<file path="src/sv/z80ie_pkg.sv">
`default_nettype none
package z80ie_pkg;

    localparam int unsigned MaxBytes = 8;

    typedef enum logic [2:0] {
        ERR_NONE    = 3'd0,
        ERR_PATTERN = 3'd1,
        ERR_OPERAND = 3'd2,
        ERR_RANGE   = 3'd3,
        ERR_IMODE   = 3'd4,
        ERR_MNEM    = 3'd5
    } t_err;

    // Register codes
    localparam logic [4:0] RegA   = 5'd1;
    localparam logic [4:0] RegIxh = 5'd8;
    localparam logic [4:0] RegIxl = 5'd9;
    localparam logic [4:0] RegIyh = 5'd10;
    localparam logic [4:0] RegIyl = 5'd11;
    localparam logic [4:0] RegAf  = 5'd12;
    localparam logic [4:0] RegAfx = 5'd13;
    localparam logic [4:0] RegBc  = 5'd14;
    localparam logic [4:0] RegDe  = 5'd15;
    localparam logic [4:0] RegHl  = 5'd16;
    localparam logic [4:0] RegIx  = 5'd17;
    localparam logic [4:0] RegIy  = 5'd18;
    localparam logic [4:0] RegSp  = 5'd19;

    // Commands
    localparam logic [5:0] CmdLastImplied = 6'd21;
    localparam logic [5:0] CmdFirstEd     = 6'd9;
    localparam logic [5:0] CmdIm   = 6'd22;
    localparam logic [5:0] CmdPush = 6'd23;
    localparam logic [5:0] CmdPop  = 6'd24;
    localparam logic [5:0] CmdEx   = 6'd25;
    localparam logic [5:0] CmdAnd  = 6'd26;
    localparam logic [5:0] CmdCp   = 6'd29;
    localparam logic [5:0] CmdAdd  = 6'd30;
    localparam logic [5:0] CmdAdc  = 6'd31;
    localparam logic [5:0] CmdNone = 6'd33;

    // Operand forms
    localparam logic [3:0] FormNone   = 4'd0;
    localparam logic [3:0] FormReg    = 4'd1;
    localparam logic [3:0] FormImm    = 4'd2;
    localparam logic [3:0] FormInd    = 4'd3;
    localparam logic [3:0] FormIdxP   = 4'd4;
    localparam logic [3:0] FormIdxM   = 4'd5;
    localparam logic [3:0] FormRegReg = 4'd6;
    localparam logic [3:0] FormRegImm = 4'd7;
    localparam logic [3:0] FormIndReg = 4'd8;

    // Classified instruction handed from front to back
    typedef struct packed {
        logic [MaxBytes-1:0][7:0] bytes;
        logic [3:0]               count;   // 0..8 (0 only for no-instruction words); error words carry 1
        t_err                     err;
    } t_instr;

    function automatic logic [7:0] implied_code(input logic [4:0] idx);
        logic [7:0] c;
        unique case (idx)
            5'd0:  c = 8'h00; 5'd1:  c = 8'hF3; 5'd2:  c = 8'hFB; 5'd3:  c = 8'h76;
            5'd4:  c = 8'hD9; 5'd5:  c = 8'h27; 5'd6:  c = 8'h2F; 5'd7:  c = 8'h3F;
            5'd8:  c = 8'h37; 5'd9:  c = 8'h44; 5'd10: c = 8'hA0; 5'd11: c = 8'hB0;
            5'd12: c = 8'hA8; 5'd13: c = 8'hB8; 5'd14: c = 8'hA1; 5'd15: c = 8'hB1;
            5'd16: c = 8'hA9; 5'd17: c = 8'hB9; 5'd18: c = 8'hA3; 5'd19: c = 8'hB3;
            5'd20: c = 8'hAB; 5'd21: c = 8'hBB;
            default: c = 8'h00;
        endcase
        return c;
    endfunction

    function automatic logic [7:0] alu_code(input logic [2:0] idx);
        logic [7:0] c;
        unique case (idx)
            3'd0: c = 8'hA0; 3'd1: c = 8'hB0; 3'd2: c = 8'hA8;
            3'd3: c = 8'hB8; 3'd4: c = 8'h80; 3'd5: c = 8'h88;
            default: c = 8'h00;
        endcase
        return c;
    endfunction

endpackage
`default_nettype wire

</file>
<file path="src/sv/z80ie_front.sv">
`default_nettype none
// Classifies one instruction word into its byte list or an error.
module z80ie_front
    import z80ie_pkg::*;
(
    input  wire logic [5:0]  i_command,
    input  wire logic [3:0]  i_operand_form,
    input  wire logic [4:0]  i_first_register,
    input  wire logic [4:0]  i_second_register,
    input  wire logic [16:0] i_immediate_value,
    output t_instr           o_instr
);

    logic [MaxBytes-1:0][7:0] b;
    logic [3:0] n;
    t_err       e;

    always_comb begin
        logic [7:0]  code;
        logic [7:0]  c16;
        logic [7:0]  sel;
        logic [7:0]  base;
        logic [7:0]  disp;
        logic [4:0]  ar;
        logic [3:0]  af;
        logic        neg;
        logic        in8;
        logic        ok16;
        logic        carry;
        logic        do8;
        logic        do16;
        logic [4:0]  r1;
        logic [4:0]  r2;
        logic [16:0] v;
        r1 = i_first_register;
        r2 = i_second_register;
        v  = i_immediate_value;
        b = '0;
        n = 4'd0;
        e = ERR_NONE;
        neg  = v[16];
        // -128..255
        in8  = neg ? (v[15:7] == 9'h1FF) : (v[15:8] == 8'h00);
        ok16 = !neg || v[15];
        carry = (i_command == CmdAdc);
        code = alu_code(3'(i_command - CmdAnd));
        c16  = carry ? 8'h4A : 8'h09;
        base = (i_command == CmdPush) ? 8'hC5 : 8'hC1;
        do8 = 1'b0;
        do16 = 1'b0;
        ar = r1;
        af = i_operand_form;
        sel = 8'h00;
        disp = 8'h00;

        if (i_command <= CmdLastImplied) begin
            if (i_operand_form != FormNone) e = ERR_PATTERN;
            else if (i_command >= CmdFirstEd) begin
                b[0] = 8'hED; b[1] = implied_code(i_command[4:0]); n = 4'd2;
            end else begin
                b[0] = implied_code(i_command[4:0]); n = 4'd1;
            end
        end else if (i_command == CmdIm) begin
            if (i_operand_form != FormImm) e = ERR_PATTERN;
            else if (neg || v[15:0] > 16'd2) e = ERR_IMODE;
            else begin
                b[0] = 8'hED;
                b[1] = (v[1:0] == 2'd0) ? 8'h46 : (v[1:0] == 2'd1) ? 8'h56 : 8'h5E;
                n = 4'd2;
            end
        end else if (i_command == CmdPush || i_command == CmdPop) begin
            if (i_operand_form != FormReg) e = ERR_PATTERN;
            else if (r1 == RegBc) begin b[0] = base; n = 4'd1; end
            else if (r1 == RegDe) begin b[0] = base | 8'h10; n = 4'd1; end
            else if (r1 == RegHl) begin b[0] = base | 8'h20; n = 4'd1; end
            else if (r1 == RegAf) begin b[0] = base | 8'h30; n = 4'd1; end
            else if (r1 == RegIx || r1 == RegIy) begin
                b[0] = (r1 == RegIx) ? 8'hDD : 8'hFD; b[1] = base | 8'h20; n = 4'd2;
            end else e = ERR_OPERAND;
        end else if (i_command == CmdEx) begin
            if (i_operand_form == FormRegReg) begin
                if (r1 == RegDe && r2 == RegHl) begin b[0] = 8'hEB; n = 4'd1; end
                else if (r1 == RegAf && r2 == RegAfx) begin b[0] = 8'h08; n = 4'd1; end
                else e = ERR_OPERAND;
            end else if (i_operand_form == FormIndReg) begin
                if (r1 != RegSp) e = ERR_OPERAND;
                else if (r2 == RegIx || r2 == RegIy) begin
                    b[0] = (r2 == RegIx) ? 8'hDD : 8'hFD; b[1] = 8'hE3; n = 4'd2;
                end else if (r2 == RegHl) begin b[0] = 8'hE3; n = 4'd1; end
                else e = ERR_OPERAND;
            end else e = ERR_PATTERN;
        end else if (i_command >= CmdAnd && i_command <= CmdCp) begin
            do8 = 1'b1;
        end else if (i_command == CmdAdd || i_command == CmdAdc) begin
            if (i_operand_form >= FormReg && i_operand_form <= FormIdxM) do8 = 1'b1;
            else if (i_operand_form == FormRegReg || i_operand_form == FormRegImm) begin
                if (r1 == RegA) begin
                    do8 = 1'b1; ar = r2;
                    af = (i_operand_form == FormRegReg) ? FormReg : FormImm;
                end else if (r1 == RegAf || (r1 >= RegBc && r1 <= RegSp)) do16 = 1'b1;
                else e = ERR_OPERAND;
            end else e = ERR_PATTERN;
        end else if (i_command != CmdNone) begin
            e = ERR_MNEM;
        end

        if (do8) begin
            if (af == FormReg) begin
                if (ar == RegA) begin b[0] = code | 8'h07; n = 4'd1; end
                else if (ar >= 5'd2 && ar <= 5'd7) begin
                    b[0] = code | {5'd0, 3'(ar - 5'd2)}; n = 4'd1;
                end else if (ar >= RegIxh && ar <= RegIyl) begin
                    b[0] = (ar <= RegIxl) ? 8'hDD : 8'hFD;
                    b[1] = code | ((ar == RegIxh || ar == RegIyh) ? 8'h04 : 8'h05);
                    n = 4'd2;
                end else e = ERR_OPERAND;
            end else if (af == FormImm) begin
                if (!in8) e = ERR_RANGE;
                else begin b[0] = code | 8'h46; b[1] = v[7:0]; n = 4'd2; end
            end else if (af == FormInd) begin
                if (ar == RegHl) begin b[0] = code | 8'h06; n = 4'd1; end
                else if (ar == RegIx || ar == RegIy) begin
                    b[0] = (ar == RegIx) ? 8'hDD : 8'hFD; b[1] = code | 8'h06;
                    b[2] = 8'h00; n = 4'd3;
                end else e = ERR_OPERAND;
            end else if (af == FormIdxP || af == FormIdxM) begin
                disp = (af == FormIdxP) ? v[7:0] : 8'(8'd0 - v[7:0]);
                if (ar != RegIx && ar != RegIy) e = ERR_OPERAND;
                else if (neg || v[15:0] > ((af == FormIdxP) ? 16'd127 : 16'd128))
                    e = ERR_RANGE;
                else begin
                    b[0] = (ar == RegIx) ? 8'hDD : 8'hFD; b[1] = code | 8'h06;
                    b[2] = disp; n = 4'd3;
                end
            end else e = ERR_PATTERN;
        end

        if (do16) begin
            if (i_operand_form == FormRegReg) begin
                if (r2 == RegBc) sel = 8'h00;
                else if (r2 == RegDe) sel = 8'h10;
                else if (r2 == r1) sel = 8'h20;
                else sel = 8'h30;
                if (r1 != RegHl && (carry || (r1 != RegIx && r1 != RegIy))) e = ERR_OPERAND;
                else if (r2 != RegBc && r2 != RegDe && r2 != r1 && r2 != RegSp)
                    e = ERR_OPERAND;
                else if (carry) begin
                    b[0] = 8'hED; b[1] = c16 | sel; n = 4'd2;
                end else if (r1 == RegHl) begin
                    b[0] = c16 | sel; n = 4'd1;
                end else begin
                    b[0] = (r1 == RegIx) ? 8'hDD : 8'hFD; b[1] = c16 | sel; n = 4'd2;
                end
            end else begin
                if (carry) e = ERR_OPERAND;
                else if (r1 != RegHl && r1 != RegIx && r1 != RegIy) e = ERR_OPERAND;
                else if (!ok16) e = ERR_RANGE;
                else begin
                    b[0] = 8'hD5; b[1] = 8'h16; b[2] = v[15:8];
                    b[3] = 8'h1E; b[4] = v[7:0];
                    if (r1 == RegHl) begin
                        b[5] = c16 | 8'h10; b[6] = 8'hD1; n = 4'd7;
                    end else begin
                        b[5] = (r1 == RegIx) ? 8'hDD : 8'hFD;
                        b[6] = c16 | 8'h10; b[7] = 8'hD1; n = 4'd8;
                    end
                end
            end
        end

        if (e != ERR_NONE) begin
            b = '0;
            n = 4'd1;
        end
    end

    assign o_instr.bytes = b;
    assign o_instr.count = n;
    assign o_instr.err   = e;

endmodule
`default_nettype wire

</file>
<file path="src/sv/z80ie_queue.sv">
`default_nettype none
// Two-entry queue between front and back.
module z80ie_queue
    import z80ie_pkg::*;
(
    input  wire logic   i_clk,
    input  wire logic   i_rst_n,
    input  wire logic   i_wr,
    input  wire t_instr i_data,
    output logic        o_full,
    input  wire logic   i_rd,
    output logic        o_empty,
    output t_instr      o_data
);

    t_instr     r_mem [2];
    logic       r_wp, r_rp;
    logic [1:0] r_cnt;

    always_ff @(posedge i_clk) begin
        if (!i_rst_n) begin
            r_wp <= 1'b0;
            r_rp <= 1'b0;
            r_cnt <= 2'd0;
        end else begin
            if (i_wr) r_wp <= ~r_wp;
            if (i_rd) r_rp <= ~r_rp;
            r_cnt <= r_cnt + {1'b0, i_wr} - {1'b0, i_rd};
        end
    end

    always_ff @(posedge i_clk) begin
        if (i_wr) r_mem[r_wp] <= i_data;
    end

    assign o_data  = r_mem[r_rp];
    assign o_full  = r_cnt[1];
    assign o_empty = (r_cnt == 2'd0);

endmodule
`default_nettype wire

</file>
<file path="src/sv/z80ie_back.sv">
`default_nettype none
// Steps through one queued instruction, one byte a cycle while the output is free or popped, into the output register.
module z80ie_back
    import z80ie_pkg::*;
(
    input  wire logic   i_clk,
    input  wire logic   i_rst_n,
    input  wire logic   i_q_empty,
    input  wire t_instr i_q_data,
    output logic        o_q_rd,
    output logic        o_empty,
    input  wire logic   i_pop,
    output logic [7:0]  o_code_byte,
    output logic [15:0] o_byte_address,
    output logic        o_last_of_run,
    output logic [2:0]  o_error_code
);

    logic [2:0]  r_idx, n_idx;
    logic [15:0] r_pc, n_pc;
    logic        r_valid;
    logic [7:0]  r_byte;
    logic [15:0] r_addr;
    logic        r_last;
    t_err        r_err;
    logic        load, last;

    // Load when the output register is free this cycle and the queue holds an entry
    assign load = !i_q_empty && (!r_valid || i_pop);
    assign last = ({1'b0, r_idx} == 4'(i_q_data.count - 4'd1));
    assign o_q_rd = load && last;

    always_comb begin
        n_idx = r_idx;
        n_pc  = r_pc;
        if (load) begin
            n_idx = last ? 3'd0 : 3'(r_idx + 3'd1);
            if (i_q_data.err == ERR_NONE) n_pc = r_pc + 16'd1;
        end
    end

    always_ff @(posedge i_clk) begin
        if (!i_rst_n) begin
            r_idx <= 3'd0;
            r_pc <= 16'd0;
            r_valid <= 1'b0;
        end else begin
            r_idx <= n_idx;
            r_pc <= n_pc;
            if (load) r_valid <= 1'b1;
            else if (i_pop) r_valid <= 1'b0;
        end
    end

    always_ff @(posedge i_clk) begin
        if (load) begin
            r_byte <= i_q_data.bytes[r_idx];
            r_addr <= r_pc;
            r_last <= last;
            r_err  <= i_q_data.err;
        end
    end

    assign o_empty        = !r_valid;
    assign o_code_byte    = r_byte;
    assign o_byte_address = r_addr;
    assign o_last_of_run  = r_last;
    assign o_error_code   = r_err;

endmodule
`default_nettype wire

</file>
<file path="src/sv/z80_instruction_encoder_top.sv">
`default_nettype none
// Channel   Handshake            Payload
// input     i_push / o_full      command, operand_form, registers, immediate
// result    o_empty / i_pop      code_byte, byte_address, last_of_run, error_code
//
// The front classifies a word in the cycle it is pushed and writes its whole
// byte list into a two-entry queue; the back emits one byte a cycle from it
// while the output is free or popped. An instruction has 1 to 8 bytes; an error
// word emits one. No-instruction words are dropped at the front.
// Synchronous active-low reset empties queue and output, clears the counter.
// A stalled pop holds the output register; pushes continue until the queue fills.
module z80_instruction_encoder_top
    import z80ie_pkg::*;
(
    input  wire logic        i_clk,
    input  wire logic        i_rst_n,
    input  wire logic        i_push,
    output logic             o_full,
    input  wire logic [5:0]  i_command,
    input  wire logic [3:0]  i_operand_form,
    input  wire logic [4:0]  i_first_register,
    input  wire logic [4:0]  i_second_register,
    input  wire logic [16:0] i_immediate_value,
    output logic             o_empty,
    input  wire logic        i_pop,
    output logic [7:0]       o_code_byte,
    output logic [15:0]      o_byte_address,
    output logic             o_last_of_run,
    output logic [2:0]       o_error_code
);

    t_instr front_instr;
    t_instr q_data;
    logic   q_full, q_empty, q_rd, q_wr;

    z80ie_front u_front (
        .i_command         (i_command),
        .i_operand_form    (i_operand_form),
        .i_first_register  (i_first_register),
        .i_second_register (i_second_register),
        .i_immediate_value (i_immediate_value),
        .o_instr           (front_instr)
    );

    // words without an instruction make no entry
    assign q_wr   = i_push && !q_full && (i_command != CmdNone);
    assign o_full = q_full;

    z80ie_queue u_queue (
        .i_clk   (i_clk),
        .i_rst_n (i_rst_n),
        .i_wr    (q_wr),
        .i_data  (front_instr),
        .o_full  (q_full),
        .i_rd    (q_rd),
        .o_empty (q_empty),
        .o_data  (q_data)
    );

    z80ie_back u_back (
        .i_clk          (i_clk),
        .i_rst_n        (i_rst_n),
        .i_q_empty      (q_empty),
        .i_q_data       (q_data),
        .o_q_rd         (q_rd),
        .o_empty        (o_empty),
        .i_pop          (i_pop),
        .o_code_byte    (o_code_byte),
        .o_byte_address (o_byte_address),
        .o_last_of_run  (o_last_of_run),
        .o_error_code   (o_error_code)
    );

endmodule
`default_nettype wire
</file>
<file path="config.mk">
export PLATFORM = sky130hd
export DESIGN_NAME = z80_instruction_encoder_top
export DESIGN_NICKNAME = d
export VERILOG_FILES = /design/src/sv/z80ie_pkg.sv /design/src/sv/z80ie_front.sv /design/src/sv/z80ie_queue.sv /design/src/sv/z80ie_back.sv /design/src/sv/z80_instruction_encoder_top.sv
export SDC_FILE = /design/constraint.sdc
export NUM_CORES = 1
export LEC_CHECK = 0
export BUFFER_PORTS_ARGS = -buffer_cell sky130_fd_sc_hd__buf_4
export CAP_MARGIN = 15
export CORE_UTILIZATION = 45
export DETAILED_ROUTE_END_ITERATION = 10
export GPL_TIMING_DRIVEN = 1
export PLACE_DENSITY = 0.75
export SLEW_MARGIN = 20
export SYNTH_ARGS = -nofsm -noshare
export SYNTH_HDL_FRONTEND = slang
export SYNTH_SLANG_ARGS = --single-unit
</file>
<file path="constraint.sdc">
create_clock -name i_clk -period 4.5 [get_ports i_clk]
set_input_delay 0.45 -clock i_clk [delete_from_list [all_inputs] [get_ports i_clk]]
set_output_delay 0.45 -clock i_clk [all_outputs]
set_load 0.02 [all_outputs]
</file>
**Word-level counts from Yosys, hierarchy flattened**

Memory sizes are Yosys's and may differ from the RTL's. A register that Yosys moved wholly into a read port is not among the register bits.
Cells that the tools add are included.

- Equal/unequal tests: 55
- Muxes and demuxes: 230
- Reduce and logical (&&, ||, !) cells: 46
- Order comparisons: 16
- Add/subtract/negate cells: 8
- Bitwise gates (word level): 5

Operators by type and width:

| operator | count |
|---|---|
| $mux W16 | 30 |
| $mux W64 | 5 |
| $mux W8 | 34 |
| $mux W24 | 10 |
| $mux W4 | 50 |
| $mux W3 | 44 |
| $mux W5 | 10 |
| $mux W48 | 1 |
| $pmux W8 S6 | 1 |
| $eq A5 B5 Y1 const B | 9 |
| $eq A5 B4 Y1 const B | 8 |
| $eq A6 B5 Y1 const B | 6 |
| $ne A5 B5 Y1 const B | 7 |
| $mux W1 | 30 |
| $bmux W8 S3 | 1 |
| $mux W6 | 4 |
| $logic_and A1 B1 Y1 | 19 |
| $mux W2 | 9 |
| $add A16 B1 Y16 const B | 1 |
| $eq A4 B3 Y1 const B | 4 |
| $gt A16 B16 Y1 | 1 |
| $gt A16 B2 Y1 const B | 1 |
| $or A8 B8 Y8 | 2 |
| $logic_or A1 B1 Y1 | 14 |
| 44 further kinds | 59 |

- Bits of input ports: 41
- ROM bits: 512
- Bits in writable memories: 142
- Flip-flop bits (word level): 52
- Memories: 3

Memory list:

| name | words | width | read ports | clocked after memory_dff | wr ports | RTL line | RTL |
|---|---|---|---|---|---|---|---|
| (no name shown) | 32 | 8 | 1 | 0 | 0 | z80ie_pkg.sv:63 | `unique case (idx)` |
| (no name shown) | 32 | 8 | 1 | 0 | 0 | z80ie_pkg.sv:63 |  |
| u_queue.r_mem | 2 | 71 | 1 | 1 | 1 | z80ie_queue.sv:16 | `t_instr r_mem [2];` |

**Depth between registers and ports, before layout**

- Depth in word-level cells: 37
- Gate-level depth with buffers: 19
- Depth with buffers taken out: 17

**Modules after synthesis**

From an unflattened synthesis, not the netlist that was laid out.

- Cells, all modules: 1023
- Area total of the unflattened synthesis: 11928.9 um^2

By module, submodules not included:

| module | area an instance (um^2) | cells each | times used |
|---|---|---|---|
| z80ie_queue | 5696.7 | 241 | 1 |
| z80ie_front | 3831.2 | 599 | 1 |
| z80ie_back | 2369.8 | 179 | 1 |
| z80_instruction_encoder_top | 31.3 | 4 | 1 |

**Least setup slack after synthesis**

OpenSTA, ideal clock, no wires.

- Path type: input to register
- Start: in i_command[1]
- End: mem u_queue.r_mem[0][3] (netlist bit) (data pin)
- Required time: 4.222 ns
- Path slack: -0.334 ns
- Stages on the path: 18
- Buffers on the path: 2
- Library setup time: 0.278 ns
- Arrival time: 4.556 ns
- Cells stage by stage: inv_1 > ha_1 > or2_1 > buf_6 > nor4_4 > a211oi_1 > and2_1 > nand2b_1 > clkbuf_1 > inv_1 > ha_1 > nand4_1 > or2_2 > a211oi_1 > nor4b_2 > a2111oi_0 > o31a_1 > or4_1

RTL lines:

| what | RTL line | RTL |
|---|---|---|
| start, declared | z80_instruction_encoder_top.sv:19 | `input wire logic [5:0] i_command,` |
| end, declared | z80ie_queue.sv:16 |  |

==> flow_summary.json <==
{
  "outcome": "finished, final reports clean",
  "htreeDepth": 4,
  "grt_use_total": 0.247,
  "ys_warn_count": 0,
  "drtAntennaViolNets": 0,
  "yosys_most_used_dff": "edfxtp_1",
  "clk_pin_slew_ps": 60,
  "num_antenna_cells": 0,
  "worstSkewPairLatency_ps": 420,
  "cap_violations": 0,
  "cts_root_buf": "clkbuf_16",
  "cts_made_buffers": 17,
  "core_sq_um": 20200,
  "clock_sink_count": 147,
  "place_inst": 1259,
  "cts_buffer_depth": 2,
  "overflow": 0,
  "setup_viol_count_final": 0,
  "cp_data_required_time_ps": 4650,
  "n_fill_cell": 1810,
  "max_clock_freq_ghz": 0.242,
  "dp_hpwl_mm": 19.7,
  "gr-usage-met2": 0.397,
  "grt_pass1_vias": 7404,
  "relSlewSlack": 0.404,
  "drive_gt1_frac": 0.199,
  "ir_worst_vdd_v": 0.000278,
  "crit_path_frequent_cell": "a211oi_2",
  "ys_seq_area_frac": 0.450,
  "antenna_found_initial": 0,
  "synthesis.area_sq_um": 9250,
  "place.gp.congestion": 0.979,
  "crit_fanout": 7,
  "cts-resized-gates": 0,
  "hold_violations": 0,
  "rows": 52,
  "avgSynthCellArea_sq_um": 10.0,
  "cp-start-kind": "input pin",
  "cts_setup_buffers": 0,
  "ctsHoldBuffers": 0,
  "grt_pass1_wl_mm": 40.4,
  "busiest_layer": "met2",
  "die_area_sq_um": 21100,
  "cp_cell_sequence": "buf_4 -> clkinvlp_4 -> ha_2 -> or2_1 -> nor4_4 -> a211oi_2 -> and2_1 -> nand2b_1 -> inv_2 -> ha_4 -> nand4_1 -> or2_2 -> a211oi_2 -> nor4b_2 -> a2111oi_0 -> o31a_1 -> or4_1",
  "leakagePower_nw": 3.97,
  "io_pins": 71,
  "final_util": 0.539,
  "grtUsageMet1": 0.318,
  "worst_pin_slew_ps": 887,
  "cp.arrival_ps": 4280,
  "async_reset_ff_frac": 0,
  "dr.pass1.iters": 7,
  "drv_slew": 0,
  "synth-seq-cells": 147,
  "grt_max_degree": 48,
  "vias_per_cell": 6.03,
  "drt_wl_total_mm": 25.8,
  "drc": 0,
  "cp_slowest_stage_delay_ps": 540,
  "die_w_um": 145,
  "gr-usage-met3": 0.0426,
  "post_synth_num_cell_types": 86,
  "seq_area_sq_um": 4170,
  "rsz0062_at_grt": "false",
  "start_util": 0.458,
  "powerDensity_nw_per_um2": 408,
  "cts_tree": "built",
  "die_h_um": 145,
  "io_buffers": 70,
  "drt_iter0_markers": 681,
  "hp-class": "input pin to register",
  "cp-end-kind": "register",
  "worstSetupPathType": "input pin to register",
  "fin_nets": 1077,
  "fin_cells": 1291,
  "vias": 7779,
  "power_mw": 4.44,
  "area_growth_pct": 17.6,
  "min_period_over_period": 0.918,
  "slowest_stage": "or4_1",
  "hold_ws_ps": 381,
  "synth-edff-count": 122,
  "period_minus_slack_ps": 4130,
  "synth_cells": 923,
  "skew_ps": 11.0,
  "wl_per_cell_um": 20.0,
  "multi_input_area_sq_um": 4820
}
## through the flow
step	TNS (ps)	setup WS (ps)	instance area, sq um
2_1_floorplan	0	39.0	9310
3_3_place_gp	0	50.5	10300
3_5_place_dp	-78.8	-39.4	10300
4_1_cts	0	402	10900
5_1_grt	0	148	10900
6_report	0	369	10900
## sequential cells by signal, summed over array words and instances, names as in the netlist, named ones only
signal,count
u_queue.r_cnt,2
u_back.o_last_of_run,1
u_back.r_idx,3
u_queue.r_rp,1
u_queue.r_mem,94
u_queue.r_wp,1
u_back.r_pc,16
u_back.o_error_code,3
u_back.o_byte_address,16
u_back.o_code_byte,8
u_back.r_valid,1
## per-layer routing
layer	part of all wire	up-vias	routed length, um
li1	-	3686	-
met1	0.42	3670	10900
met2	0.47	349	12100
met3	0.059	74	1520
met4	0.048	0	1240
met5	0	-	0
## synth_stat cells, types with 9 or more instances
master	count	area, sq um
a211oi_1	14	105
a21oi_1	51	255
a31oi_1	13	81.3
and2_1	35	219
clkbuf_1	37	139
dfxtp_1	25	500
edfxtp_1	122	3660
ha_1	28	350
inv_1	31	116
mux2_2	9	101
mux2i_1	18	180
mux4_2	12	270
nand2_1	78	293
nand2b_1	13	81.3
nand3_1	27	135
nand3b_1	9	67.6
nand4_1	16	100
nor2_1	66	248
nor2b_1	16	100
nor3_1	23	115
nor4_1	10	62.6
o211ai_1	11	82.6
o21ai_0	60	300
o22ai_1	9	56.3
xnor2_1	24	210
xor2_1	12	105
## layout by cell type, fill, tap and decap left out, types with 13 or more instances in the layout
cell,count
inv_1,29
xnor2_1,24
o21ai_0,60
nand4_1,16
nand2b_1,13
mux2i_1,18
a31oi_1,13
buf_4,114
nand2_1,78
nor2_1,65
and2_1,34
dfxtp_1,24
nand3_1,27
clkbuf_16,17
nor2b_1,15
nor3_1,23
a21oi_1,51
ha_1,25
edfxtp_1,122
## final timing paths
| path | startpoint | end | slack, ps | depth (start not counted) |
|---|---|---|---|---|
| worst max-delay path | i_command[1] | u_queue.r_mem[0][3] | 370 | 17 |
| worst min register to register | u_back.r_pc[15] | u_back.o_byte_address[15] | 450 | 0 |
| worst min-delay path | i_immediate_value[11] | u_queue.r_mem[0][26] | 380 | 3 |
| worst max register to register | register | u_queue.r_cnt[1] | 1390 | 12 |
## final cells by class
type                       count  area share
sequential                   147       0.383
clock buffer                  20      0.0402
multi-input combinational    696       0.443
timing repair buffer         114      0.0787
tap                          270      0.0311
inverter                      32      0.0114
clock inverter                12      0.0123
## where the power goes
group	switching [mW]	internal, mW
clock network	0.526	0.816
registers	0.0768	1.78
logic	0.749	0.488
## critical path: cells and delay by family
family	cells	cell delay, ps
and+or+nand+nor	8	2170
adders and majority gates	2	490
AOI/OAI and AO/OA	4	820
buffers and inverters	3	360
## cells by family (layout without fill, tap and decap cells)
group           after synthesis  after routing  synth area share
simple gates                347            347             0.204
compound gates              242            242             0.178
flops                       147            147             0.450
buf+inv                      83            178            0.0356
mux                          39             39            0.0597
xor+xnor                     36             36            0.0341
fa+ha+maj                    28             28            0.0379
other cells                   1              4          0.000406
Power figures use the tool's default switching activity.
